### config.mk
export PLATFORM = sky130hd
export DESIGN_NAME = green_gauss_unit_gradient
export DESIGN_NICKNAME = d
export VERILOG_FILES = /design/src/hw/rtl/ggu_pkg.sv /design/src/hw/rtl/ggu_ctrl.sv /design/src/hw/rtl/ggu_datapath.sv /design/src/hw/rtl/green_gauss_unit_gradient.sv
export SDC_FILE = /design/constraint.sdc
export NUM_CORES = 2
export LEC_CHECK = 0
export ABC_AREA = 0
export BUFFER_PORTS_ARGS = -buffer_cell sky130_fd_sc_hd__buf_2
export CAP_MARGIN = 20
export CORE_UTILIZATION = 35
export CTS_BUF_LIST = sky130_fd_sc_hd__clkbuf_4 sky130_fd_sc_hd__clkbuf_8
export DETAILED_ROUTE_END_ITERATION = 10
export HOLD_SLACK_MARGIN = 0.06
export PLACE_DENSITY = 0.48
export SYNTH_ARGS = -nofsm -noshare
export SYNTH_HDL_FRONTEND = slang
export SYNTH_SLANG_ARGS = --single-unit
### constraint.sdc
create_clock -name clk -period 10.8 [get_ports clk]
set_input_delay 1.08 -clock clk [delete_from_list [all_inputs] [get_ports clk]]
set_output_delay 1.08 -clock clk [all_outputs]
set_load 0.02 [all_outputs]
### src/hw/rtl/ggu_pkg.sv
// package: shared constants, state encoding and controller/datapath interface types
package ggu_pkg;

  localparam int VALUE_BITS  = 32;
  localparam int FRAC_BITS   = 16;
  localparam int THR_BITS    = FRAC_BITS + 1;
  localparam int VOL_BITS    = 31;
  localparam int GRAD_BITS   = 17;
  localparam int CNT_BITS    = 6;
  localparam int MUL_STEPS   = 9;
  localparam int SCALE_STEPS = 31;
  localparam int NORM_STEPS  = 16;
  localparam int SQRT_STEPS  = 32;

  typedef enum logic [3:0] {
    S_IDLE, S_PREV_X, S_PREV_Y, S_STORE, S_LAST_X, S_LAST_Y, S_DIV_X, S_DIV_Y,
    S_SQ_X, S_SQ_Y, S_SQRT, S_NORM_X, S_NORM_Y, S_OUT
  } state_t;

  typedef enum logic [3:0] {
    OP_FACE_PX, OP_FACE_PY, OP_FACE_LX, OP_FACE_LY, OP_DIV_X, OP_DIV_Y,
    OP_SQ_X, OP_SQ_Y, OP_SQRT, OP_NORM_X, OP_NORM_Y
  } op_t;

  typedef struct packed {
    logic take;
    logic cell_start;
    logic store_prev;
    logic start;
    logic finish;
    op_t  op;
    logic load_out;
  } cmd_t;

  typedef struct packed {
    logic done;
    logic norm;
    logic out_free;
  } status_t;

endpackage

### src/hw/rtl/ggu_ctrl.sv
// controller: sequences face accumulation and the per-cell back end
module ggu_ctrl (
  input  logic             clk,
  input  logic             rst,
  input  logic             in_valid,
  input  logic             in_last,
  output logic             in_ready,
  input  ggu_pkg::status_t status,
  output ggu_pkg::cmd_t    cmd
);

  ggu_pkg::state_t state, state_next;
  logic in_cell, launched, last_r;

  always_ff @(posedge clk) begin
    if (rst) begin
      state    <= ggu_pkg::S_IDLE;
      in_cell  <= 1'b0;
      launched <= 1'b0;
      last_r   <= 1'b0;
    end else begin
      state    <= state_next;
      launched <= (state_next == state) && (state != ggu_pkg::S_IDLE);
      if (state == ggu_pkg::S_IDLE && in_valid) begin
        in_cell <= 1'b1;
        last_r  <= in_last;
      end
      if (state == ggu_pkg::S_STORE && last_r) in_cell <= 1'b0;
    end
  end

  // next state
  always_comb begin
    state_next = state;
    case (state)
      ggu_pkg::S_IDLE:
        if (in_valid) state_next = in_cell ? ggu_pkg::S_PREV_X : ggu_pkg::S_STORE;
      ggu_pkg::S_PREV_X: if (launched && status.done) state_next = ggu_pkg::S_PREV_Y;
      ggu_pkg::S_PREV_Y: if (launched && status.done) state_next = ggu_pkg::S_STORE;
      ggu_pkg::S_STORE:  state_next = last_r ? ggu_pkg::S_LAST_X : ggu_pkg::S_IDLE;
      ggu_pkg::S_LAST_X: if (launched && status.done) state_next = ggu_pkg::S_LAST_Y;
      ggu_pkg::S_LAST_Y: if (launched && status.done) state_next = ggu_pkg::S_DIV_X;
      ggu_pkg::S_DIV_X:  if (launched && status.done) state_next = ggu_pkg::S_DIV_Y;
      ggu_pkg::S_DIV_Y:  if (launched && status.done) state_next = ggu_pkg::S_SQ_X;
      ggu_pkg::S_SQ_X:   if (launched && status.done) state_next = ggu_pkg::S_SQ_Y;
      ggu_pkg::S_SQ_Y:   if (launched && status.done) state_next = ggu_pkg::S_SQRT;
      ggu_pkg::S_SQRT:
        if (launched && status.done) state_next = ggu_pkg::S_NORM_X;
      ggu_pkg::S_NORM_X:
        if (!status.norm) state_next = ggu_pkg::S_OUT;
        else if (launched && status.done) state_next = ggu_pkg::S_NORM_Y;
      ggu_pkg::S_NORM_Y: if (launched && status.done) state_next = ggu_pkg::S_OUT;
      ggu_pkg::S_OUT:    if (status.out_free) state_next = ggu_pkg::S_IDLE;
      default:           state_next = ggu_pkg::S_IDLE;
    endcase
  end

  // outputs
  always_comb begin
    cmd          = '0;
    cmd.op       = ggu_pkg::OP_FACE_PX;
    in_ready     = 1'b0;
    case (state)
      ggu_pkg::S_IDLE: begin
        in_ready       = 1'b1;
        cmd.take       = in_valid;
        cmd.cell_start = !in_cell;
      end
      ggu_pkg::S_PREV_X: cmd.op = ggu_pkg::OP_FACE_PX;
      ggu_pkg::S_PREV_Y: cmd.op = ggu_pkg::OP_FACE_PY;
      ggu_pkg::S_STORE:  cmd.store_prev = 1'b1;
      ggu_pkg::S_LAST_X: cmd.op = ggu_pkg::OP_FACE_LX;
      ggu_pkg::S_LAST_Y: cmd.op = ggu_pkg::OP_FACE_LY;
      ggu_pkg::S_DIV_X:  cmd.op = ggu_pkg::OP_DIV_X;
      ggu_pkg::S_DIV_Y:  cmd.op = ggu_pkg::OP_DIV_Y;
      ggu_pkg::S_SQ_X:   cmd.op = ggu_pkg::OP_SQ_X;
      ggu_pkg::S_SQ_Y:   cmd.op = ggu_pkg::OP_SQ_Y;
      ggu_pkg::S_SQRT:   cmd.op = ggu_pkg::OP_SQRT;
      ggu_pkg::S_NORM_X: cmd.op = ggu_pkg::OP_NORM_X;
      ggu_pkg::S_NORM_Y: cmd.op = ggu_pkg::OP_NORM_Y;
      ggu_pkg::S_OUT:    cmd.load_out = status.out_free;
      default:           cmd.op = ggu_pkg::OP_FACE_PX;
    endcase
    if (state != ggu_pkg::S_IDLE && state != ggu_pkg::S_STORE &&
        state != ggu_pkg::S_OUT && !(state == ggu_pkg::S_NORM_X && !status.norm)) begin
      cmd.start  = !launched;
      cmd.finish = launched && status.done;
    end
  end

endmodule

### src/hw/rtl/ggu_datapath.sv
// datapath: face accumulators, serial multiplier, divider, square root, result register
module ggu_datapath (
  input  logic             clk,
  input  logic             rst,
  input  ggu_pkg::cmd_t    cmd,
  output ggu_pkg::status_t status,
  input  logic [127:0]     in_data,
  input  logic             in_flip,
  input  logic             cfg_valid,
  input  logic [ggu_pkg::THR_BITS-1:0] cfg_data,
  output logic             out_valid,
  input  logic             out_ready,
  output logic [39:0]      out_data,
  output logic [1:0]       out_user
);

  logic [ggu_pkg::THR_BITS-1:0] thr;
  logic signed [31:0] iv, first_v, prev_v;
  logic signed [32:0] inx, iny, prev_nx, prev_ny;
  logic [30:0] ivol;
  logic signed [63:0] sum_x, sum_y;
  logic sat_seen;

  ggu_pkg::op_t op_r;
  logic [ggu_pkg::CNT_BITS-1:0] cnt;
  logic [65:0] prod, mcand;
  logic [32:0] mplier;
  logic        neg;
  logic [32:0] rem, dvs;
  logic [30:0] qs;
  logic        div_sat;
  logic [63:0] sx, sr;
  logic [62:0] sb;
  logic [30:0] mx, my;
  logic [61:0] sq_x, sq_y;
  logic [31:0] len;
  logic [15:0] qx, qy;

  // face operand select
  logic signed [32:0] f_n, f_s;
  logic [32:0] f_nm, f_sm;
  always_comb begin
    case (cmd.op)
      ggu_pkg::OP_FACE_PX: f_n = prev_nx;
      ggu_pkg::OP_FACE_PY: f_n = prev_ny;
      ggu_pkg::OP_FACE_LX: f_n = inx;
      default:             f_n = iny;
    endcase
    if (cmd.op == ggu_pkg::OP_FACE_PX || cmd.op == ggu_pkg::OP_FACE_PY)
      f_s = 33'(prev_v) + 33'(iv);
    else
      f_s = 33'(iv) + 33'(first_v);
    f_nm = f_n[32] ? 33'(-f_n) : f_n;
    f_sm = f_s[32] ? 33'(-f_s) : f_s;
  end

  // scaling divide setup
  logic [63:0] dm;
  logic [32:0] dd;
  logic        dsat;
  always_comb begin
    logic signed [63:0] ds;
    ds   = (cmd.op == ggu_pkg::OP_DIV_X) ? sum_x : sum_y;
    dm   = ds[63] ? 64'(-ds) : ds;
    dd   = {(ivol == '0) ? 31'd1 : ivol, 1'b0};
    dsat = dm >= {16'd0, dd, 15'd0};
  end

  // face term accumulate with saturation
  logic signed [64:0] term, acc_sum;
  logic signed [63:0] acc_old, acc_new;
  logic               acc_sat;
  always_comb begin
    term    = neg ? -65'(prod[65:16]) : 65'(prod[65:16]);
    acc_old = (op_r == ggu_pkg::OP_FACE_PX || op_r == ggu_pkg::OP_FACE_LX) ? sum_x : sum_y;
    acc_sum = 65'(acc_old) + term;
    acc_sat = acc_sum[64] != acc_sum[63];
    if (acc_sat) acc_new = acc_sum[64] ? {1'b1, 63'd0} : {1'b0, {63{1'b1}}};
    else acc_new = acc_sum[63:0];
  end

  // serial step values
  logic [33:0] rem2;
  logic [63:0] st;
  always_comb begin
    rem2 = {rem, qs[30]};
    st   = sr + 64'(sb);
  end

  logic norm_c;
  assign norm_c = {15'd0, len} > 47'(thr);
  assign status.norm     = norm_c;
  assign status.done     = cnt == '0;
  assign status.out_free = !out_valid || out_ready;

  // non-normalized component to Q1.15
  function automatic logic [16:0] q15(input logic [30:0] m);
    logic [29:0] s;
    s = m[30:1];
    return (s > 30'd32768) ? 17'd32768 : 17'(s);
  endfunction

  always_ff @(posedge clk) begin
    if (rst) begin
      thr       <= ggu_pkg::THR_BITS'(1);
      cnt       <= '0;
      out_valid <= 1'b0;
    end else begin
      if (cfg_valid) thr <= cfg_data;
      out_valid <= cmd.load_out || (out_valid && !out_ready);
      if (cmd.start) begin
        case (cmd.op)
          ggu_pkg::OP_FACE_PX, ggu_pkg::OP_FACE_PY, ggu_pkg::OP_FACE_LX,
          ggu_pkg::OP_FACE_LY, ggu_pkg::OP_SQ_X, ggu_pkg::OP_SQ_Y:
            cnt <= ggu_pkg::CNT_BITS'(ggu_pkg::MUL_STEPS);
          ggu_pkg::OP_DIV_X, ggu_pkg::OP_DIV_Y:
            cnt <= dsat ? '0 : ggu_pkg::CNT_BITS'(ggu_pkg::SCALE_STEPS);
          ggu_pkg::OP_SQRT: cnt <= ggu_pkg::CNT_BITS'(ggu_pkg::SQRT_STEPS);
          default:          cnt <= ggu_pkg::CNT_BITS'(ggu_pkg::NORM_STEPS);
        endcase
      end else if (cnt != '0) begin
        cnt <= cnt - 1'b1;
      end
    end
  end

  always_ff @(posedge clk) begin
    if (cmd.take) begin
      iv   <= in_data[31:0];
      inx  <= in_flip ? -33'($signed(in_data[63:32])) : 33'($signed(in_data[63:32]));
      iny  <= in_flip ? -33'($signed(in_data[95:64])) : 33'($signed(in_data[95:64]));
      ivol <= in_data[126:96];
      if (cmd.cell_start) begin
        first_v  <= in_data[31:0];
        sum_x    <= '0;
        sum_y    <= '0;
        sat_seen <= 1'b0;
      end
    end
    if (cmd.store_prev) begin
      prev_v  <= iv;
      prev_nx <= inx;
      prev_ny <= iny;
    end
    if (cmd.start) begin
      op_r <= cmd.op;
      prod <= '0;
      case (cmd.op)
        ggu_pkg::OP_FACE_PX, ggu_pkg::OP_FACE_PY, ggu_pkg::OP_FACE_LX,
        ggu_pkg::OP_FACE_LY: begin
          mcand  <= 66'(f_nm);
          mplier <= f_sm;
          neg    <= f_n[32] ^ f_s[32];
        end
        ggu_pkg::OP_SQ_X: begin
          mcand  <= 66'(mx);
          mplier <= 33'(mx);
        end
        ggu_pkg::OP_SQ_Y: begin
          mcand  <= 66'(my);
          mplier <= 33'(my);
        end
        ggu_pkg::OP_DIV_X, ggu_pkg::OP_DIV_Y: begin
          rem     <= dm[47:15];
          qs      <= {dm[14:0], 16'd0};
          dvs     <= dd;
          div_sat <= dsat;
        end
        ggu_pkg::OP_SQRT: begin
          sx <= 64'(sq_x) + 64'(sq_y);
          sr <= '0;
          sb <= {1'b1, 62'd0};
        end
        ggu_pkg::OP_NORM_X: begin
          rem <= 33'(mx[30:1]);
          qs  <= {mx[0], 30'd0};
          dvs <= 33'(len);
        end
        default: begin
          rem <= 33'(my[30:1]);
          qs  <= {my[0], 30'd0};
          dvs <= 33'(len);
        end
      endcase
    end else if (cnt != '0) begin
      case (op_r)
        ggu_pkg::OP_DIV_X, ggu_pkg::OP_DIV_Y, ggu_pkg::OP_NORM_X, ggu_pkg::OP_NORM_Y:
          if (rem2 >= {1'b0, dvs}) begin
            rem <= 33'(rem2 - {1'b0, dvs});
            qs  <= {qs[29:0], 1'b1};
          end else begin
            rem <= rem2[32:0];
            qs  <= {qs[29:0], 1'b0};
          end
        ggu_pkg::OP_SQRT: begin
          if (sx >= st) begin
            sx <= sx - st;
            sr <= (sr >> 1) + 64'(sb);
          end else begin
            sr <= sr >> 1;
          end
          sb <= sb >> 2;
        end
        default: begin
          prod   <= prod + mcand * 66'(mplier[3:0]);
          mcand  <= mcand << 4;
          mplier <= mplier >> 4;
        end
      endcase
    end
    if (cmd.finish) begin
      case (op_r)
        ggu_pkg::OP_FACE_PX, ggu_pkg::OP_FACE_LX: begin
          sum_x <= acc_new;
          if (acc_sat) sat_seen <= 1'b1;
        end
        ggu_pkg::OP_FACE_PY, ggu_pkg::OP_FACE_LY: begin
          sum_y <= acc_new;
          if (acc_sat) sat_seen <= 1'b1;
        end
        ggu_pkg::OP_DIV_X: begin
          mx <= div_sat ? {31{1'b1}} : qs;
          if (div_sat) sat_seen <= 1'b1;
        end
        ggu_pkg::OP_DIV_Y: begin
          my <= div_sat ? {31{1'b1}} : qs;
          if (div_sat) sat_seen <= 1'b1;
        end
        ggu_pkg::OP_SQ_X:   sq_x <= prod[61:0];
        ggu_pkg::OP_SQ_Y:   sq_y <= prod[61:0];
        ggu_pkg::OP_SQRT:   len  <= sr[31:0];
        ggu_pkg::OP_NORM_X: qx   <= qs[15:0];
        default:            qy   <= qs[15:0];
      endcase
    end
    if (cmd.load_out) begin
      logic [16:0] ox, oy;
      ox = norm_c ? 17'(qx) : q15(mx);
      oy = norm_c ? 17'(qy) : q15(my);
      out_data <= {6'd0, sum_y[63] ? 17'(-oy) : oy, sum_x[63] ? 17'(-ox) : ox};
      out_user <= {sat_seen, norm_c};
    end
  end

endmodule

### src/hw/rtl/green_gauss_unit_gradient.sv
// top level: green-gauss unit gradient of one scalar over a 2d polygonal cell
//
// input stream: one item per node of a cell; the node value, the normal of the
// face from this node to the next and the cell volume travel in s_tdata,
// flip_normal in s_tuser and last_node in s_tlast. the item with s_tlast high
// closes the polygon back to the cell's first node and yields one result item.
// output stream: the gradient in q1.15 plus normalized and saturated flags.
// config channel: cfg_data writes norm_threshold (q1.16), reset value 1;
// write it only while the block is idle.
// sequence: an item that opens a cell is accepted and then stored; any later
// item is accepted, then runs two face multiplies (start, 9 serial steps of 4
// bits, finish) and a store step. no new item is taken until that is done.
// after the last item come two face multiplies, two scaling divides (cut short
// when saturating), two squares, a square root and, when normalizing, two
// divides; then the result register loads. one multiplier serves the face
// multiplies and the squares, and one divider serves both kinds of divide.
// reset clears the controller and the output valid and sets the threshold to 1;
// a stalled receiver holds the result register, and the block finishes the next
// cell up to the point of loading its result before it waits.
module green_gauss_unit_gradient (
  input  logic         clk,
  input  logic         rst,
  input  logic         s_tvalid,
  output logic         s_tready,
  input  logic [127:0] s_tdata,   // node_value, normal_x, normal_y, cell_volume, zero pad
  input  logic         s_tuser,   // flip_normal
  input  logic         s_tlast,   // last_node
  output logic         m_tvalid,
  input  logic         m_tready,
  output logic [39:0]  m_tdata,   // grad_x, grad_y, zero pad
  output logic [1:0]   m_tuser,   // was_normalized, saturated
  input  logic         cfg_valid,
  output logic         cfg_ready,
  input  logic [16:0]  cfg_data   // norm_threshold
);

  ggu_pkg::cmd_t    cmd;
  ggu_pkg::status_t status;

  // config is always taken
  assign cfg_ready = 1'b1;

  ggu_ctrl u_ctrl (
    .clk      (clk),
    .rst      (rst),
    .in_valid (s_tvalid),
    .in_last  (s_tlast),
    .in_ready (s_tready),
    .status   (status),
    .cmd      (cmd)
  );

  ggu_datapath u_datapath (
    .clk       (clk),
    .rst       (rst),
    .cmd       (cmd),
    .status    (status),
    .in_data   (s_tdata),
    .in_flip   (s_tuser),
    .cfg_valid (cfg_valid),
    .cfg_data  (cfg_data),
    .out_valid (m_tvalid),
    .out_ready (m_tready),
    .out_data  (m_tdata),
    .out_user  (m_tuser)
  );

  // an accepted item never produces a result in the very next cycle
  assert property (@(posedge clk) disable iff (rst)
    s_tvalid && s_tready |=> !(m_tvalid && !$past(m_tvalid)))
    else $error("result appeared right after an input item");

  // grad_x stays within unit range
  assert property (@(posedge clk) disable iff (rst)
    m_tvalid |-> ($signed(m_tdata[16:0]) >= -17'sd32768) &&
                 ($signed(m_tdata[16:0]) <= 17'sd32768))
    else $error("grad_x out of range");

  // input is refused while a result is being formed
  assert property (@(posedge clk) disable iff (rst)
    s_tvalid && s_tready && s_tlast |=> !s_tready)
    else $error("input taken during cell back end");

endmodule
==> flow_metrics.py <==
metrics = {
    "global_route": {
        "first_pass_grt_wire_length_mm": 403,
        "grt_start_max_net_pins": 148,
        "globalRouteTotalUtil": 0.221,
        "grt_remaining_overflow": 0,
        "grt_antenna_before_repair": 6,
        "grt_pass1_vias": 64700,
    },
    "detailed_routing": {
        "dr.first_iter.drc_count": 5415,
        "firstDrtPassIters": 6,
        "num_vias": 66900,
        "drt-vias-per-instance": 5.65,
        "ant_nets": 0,
        "remaining_drc_errors": 0,
        "wl_per_cell_um": 22.5,
        "wirelength_mm": 267,
    },
    "floorplanning": {
        "rows": 176,
        "dieArea_sq_um": 234000,
        "floorplan.die.height_um": 484,
        "initial_core_util": 0.353,
        "placeableCoreArea_sq_um": 231000,
        "die_width_um": 484,
        "ioPinCount": 197,
    },
    "critical_path": {
        "slowest_stage": "sky130_fd_sc_hd__mux2i_1",
        "crit_path_frequent_cell": "sky130_fd_sc_hd__nand4_1",
        "setup.worst_path.start_class": "register",
        "max_fo_critical_path": 49,
        "slowest_stage_delay_cp_ps": 720,
        "cp.arrival_ps": 9330,
        "criticalPathCategory": "reg2reg",
        "worst-endpoint-required_ps": 11690,
        "end_kind": "register",
    },
    "synthesis": {
        "synthDominantAreaCellType": "sky130_fd_sc_hd__edfxtp_1",
        "synth_top_cells_by_count": "906 x sky130_fd_sc_hd__edfxtp_1, 897 x sky130_fd_sc_hd__nand2_1, 600 x sky130_fd_sc_hd__a21oi_1",
        "synthMostInstantiatedCell": "sky130_fd_sc_hd__edfxtp_1",
        "muxShareOfSynthArea": 0.0307,
        "synthAdderAreaFrac": 0.116,
        "ys_ff_latch": 1132,
        "synth_top_family_by_area": "compound AO/OA/AOI/OAI gates",
        "synth.area.top_cells": "sky130_fd_sc_hd__edfxtp_1 33%, sky130_fd_sc_hd__ha_1 6.9%, sky130_fd_sc_hd__dfxtp_1 5.6%",
        "syn_avg_cell_area_sq_um": 9.53,
        "netlist_area_pre_place_sq_um": 81400,
        "synth_simple_gate_area_share": 0.164,
        "synth-seq-area-share": 0.390,
        "count_of_flip_flops_with_a_built_in_enable_after_synthesis": 906,
        "yosys_warnings": 0,
        "async_flop_share": 0,
        "ys_types": 110,
        "synth_flop_cell": "sky130_fd_sc_hd__edfxtp_1",
        "yosys.area_share.xor_xnor": 0.0628,
        "synth-compound-area-share": 0.199,
        "yosys.area.top_type_share": 0.334,
        "post_synth_inst_count": 8545,
    },
    "final_layout": {
        "areaGrowthSynthToFinish_pct": 11.0,
        "final_cell_area_sq_um": 90400,
        "drive_above_1_share": 0.107,
        "final_core_utilization": 0.392,
        "final_nets": 9430,
    },
    "placement": {
        "placed_cell_area_sq_um": 85600,
        "gp_congestion": 0.885,
        "place.detailed.hpwl_mm": 201,
        "i_o_buffers": 188,
    },
    "cts": {
        "cts.repair_timing.setup_buffer_count": 0,
        "clock_latency_ps": 1040,
        "clkTransAtPathRegs_ps": 70,
        "holdBufCountCts": 0,
        "cts.path.max_buffers": 3,
        "clock-sinks": 1132,
        "clock_tree_from_tritoncts": "done",
        "cts_buffers": 211,
        "number_of_h_tree_levels": 4,
        "clock_tree_root_driver_cell": "sky130_fd_sc_hd__clkbuf_8",
        "cts_repair_resize_count": 0,
    },
    "sta": {
        "fin_tns_setup_ps": 0,
        "timing.max_slew.rel_slack": 0.144,
        "max_freq_ghz": 0.118,
        "hold_viol_final": 0,
        "final.min_clock_period_ps": 8440,
        "clock-skew-final_ps": 117,
        "grt_setup_unrepaired": "no",
        "tightestPinTransition_ps": 1280,
        "final_period_util": 0.782,
        "final-setup-viol-count": 0,
        "finalMaxSlewViolations": 0,
    },
    "pwr": {
        "ir_drop_v": 0.000301,
        "power-per-cell-area_nw_per_um2": 303,
        "power_leakage_nw": 35.8,
    },
    "run": {
        "maxCapViolCount": 0,
    },
    "hold_path": {
        "hold_path.class": "in2reg",
    },
    "run_status": {
        "result_of_the_run": "finished, final reports clean",
    },
}
final cells by class:
cell class	count	area (sq um)
antenna	7	17.5
clock inverter	118	1240
clock buffer	277	3440
sequential	1132	31700
fill	22900	140000
timing repair buffer	313	1930
inverter	345	1310
tap	3026	3790
multi-input combinational	6636	46900
cells in the final DEF (no fill, tap or decap), types with 63 or more instances in the layout:
cell type | netlist | layout
sky130_fd_sc_hd__a221o_1 | 82 | 82
sky130_fd_sc_hd__a21oi_1 | 600 | 597
sky130_fd_sc_hd__nor4_1 | 80 | 75
sky130_fd_sc_hd__and2_1 | 190 | 190
sky130_fd_sc_hd__a211oi_1 | 104 | 103
sky130_fd_sc_hd__buf_2 | 35 | 189
sky130_fd_sc_hd__ha_1 | 446 | 446
sky130_fd_sc_hd__dfxtp_1 | 226 | 224
sky130_fd_sc_hd__nand2b_1 | 64 | 63
sky130_fd_sc_hd__o21ai_0 | 502 | 500
sky130_fd_sc_hd__xnor2_1 | 357 | 356
sky130_fd_sc_hd__buf_4 | 16 | 119
sky130_fd_sc_hd__edfxtp_1 | 906 | 906
sky130_fd_sc_hd__clkbuf_8 | 0 | 218
sky130_fd_sc_hd__or3_1 | 77 | 77
sky130_fd_sc_hd__nand3_1 | 190 | 190
sky130_fd_sc_hd__a31oi_1 | 155 | 155
sky130_fd_sc_hd__mux2i_1 | 129 | 127
sky130_fd_sc_hd__o21bai_1 | 74 | 74
sky130_fd_sc_hd__inv_1 | 343 | 340
sky130_fd_sc_hd__fa_1 | 193 | 193
sky130_fd_sc_hd__nand4_1 | 111 | 111
sky130_fd_sc_hd__and3_1 | 86 | 86
sky130_fd_sc_hd__nand2_1 | 897 | 896
sky130_fd_sc_hd__nor2_1 | 546 | 538
sky130_fd_sc_hd__mux2_2 | 106 | 106
sky130_fd_sc_hd__a21o_1 | 230 | 228
sky130_fd_sc_hd__nor3_1 | 157 | 154
sky130_fd_sc_hd__nor2b_1 | 103 | 102
sky130_fd_sc_hd__o31ai_1 | 87 | 87
sky130_fd_sc_hd__xor2_1 | 227 | 227
sky130_fd_sc_hd__o21a_1 | 81 | 80
where the power goes:
| group | internal, mW | leakage [nW] | switching [mW] |
|---|---|---|---|
| combinational | 6.53 | 23.1 | 9.87 |
| clock | 2.56 | 2.45 | 2.11 |
| sequential | 5.66 | 10.2 | 0.620 |
layer usage:
| layer | global-route usage | wire (um) | up-vias |
|---|---|---|---|
| li1 | - | - | 31900 |
| met1 | 0.315 | 127000 | 32800 |
| met2 | 0.347 | 119000 | 1843 |
| met3 | 0.0315 | 13900 | 324 |
| met4 | 0.0576 | 6410 | 2 |
| met5 | 0 | 13 | - |
critical path, delay by kind of cell, from the launching register on:
| family | cells | cell delay [ps] |
|---|---|---|
| simple gates | 14 | 4180 |
| compound gates | 5 | 1220 |
| buf+inv | 2 | 950 |
| mux | 1 | 720 |
| fa+ha+maj | 2 | 580 |
| flops | 1 | 310 |
| xor+xnor | 1 | 270 |
cells by family after synthesis:
family,after synthesis
AO/OA/AOI/OAI,2451
other,2
multiplexers,236
XOR/XNOR,584
flip-flops,1132
adder cells (fa/ha/maj),639
AND/OR/NAND/NOR,2719
buffers and inverters,782
final timing paths:
kind	startpoint	to	slack [ps]	cells after the start
min reg2reg	u_datapath.iny[30]$_DFFE_PP_	u_datapath.prev_ny[30]$_DFFE_PP_	430	0
max	u_ctrl.state[0]$_SDFF_PP0_	u_datapath.cnt[1]$_SDFFE_PP0N_	2360	25
max reg2reg	u_ctrl.state[0]$_SDFF_PP0_	u_datapath.cnt[1]$_SDFFE_PP0N_	2360	25
min	s_tdata[26]	u_datapath.first_v[26]$_DFFE_PP_	230	1
registers in the layout (all words and copies together), names as in the netlist, 32 cells and up:
signal,cells
u_datapath.first_v,32
u_datapath.sb,32
u_datapath.sx,64
u_datapath.mplier,33
u_datapath.rem,33
u_datapath.prod,66
u_datapath.dvs,32
u_datapath.prev_nx,33
u_datapath.sq_x,62
u_datapath.iny,33
u_datapath.iv,32
u_datapath.len,32
u_datapath.sum_x,64
u_datapath.prev_v,32
u_datapath.prev_ny,33
u_datapath.sq_y,62
u_datapath.out_data,34
u_datapath.mcand,66
u_datapath.inx,33
u_datapath.sum_y,64
u_datapath.sr,64
metrics by stage:
step | worst slack [ps] | hold slack, ps | cells | power (mW)
2_1_floorplan | 1150 | 409 | 8550 | 18.7
3_3_place_gp | 2800 | 431 | 11400 | 22.7
3_5_place_dp | 2680 | 436 | 11400 | 22.7
4_1_cts | 2640 | 129 | 11800 | 27.6
5_1_grt | 2000 | 138 | 11900 | 29.8
6_report | 2360 | 229 | 11900 | 27.3
Note: power is estimated with default switching activity, not from simulation.
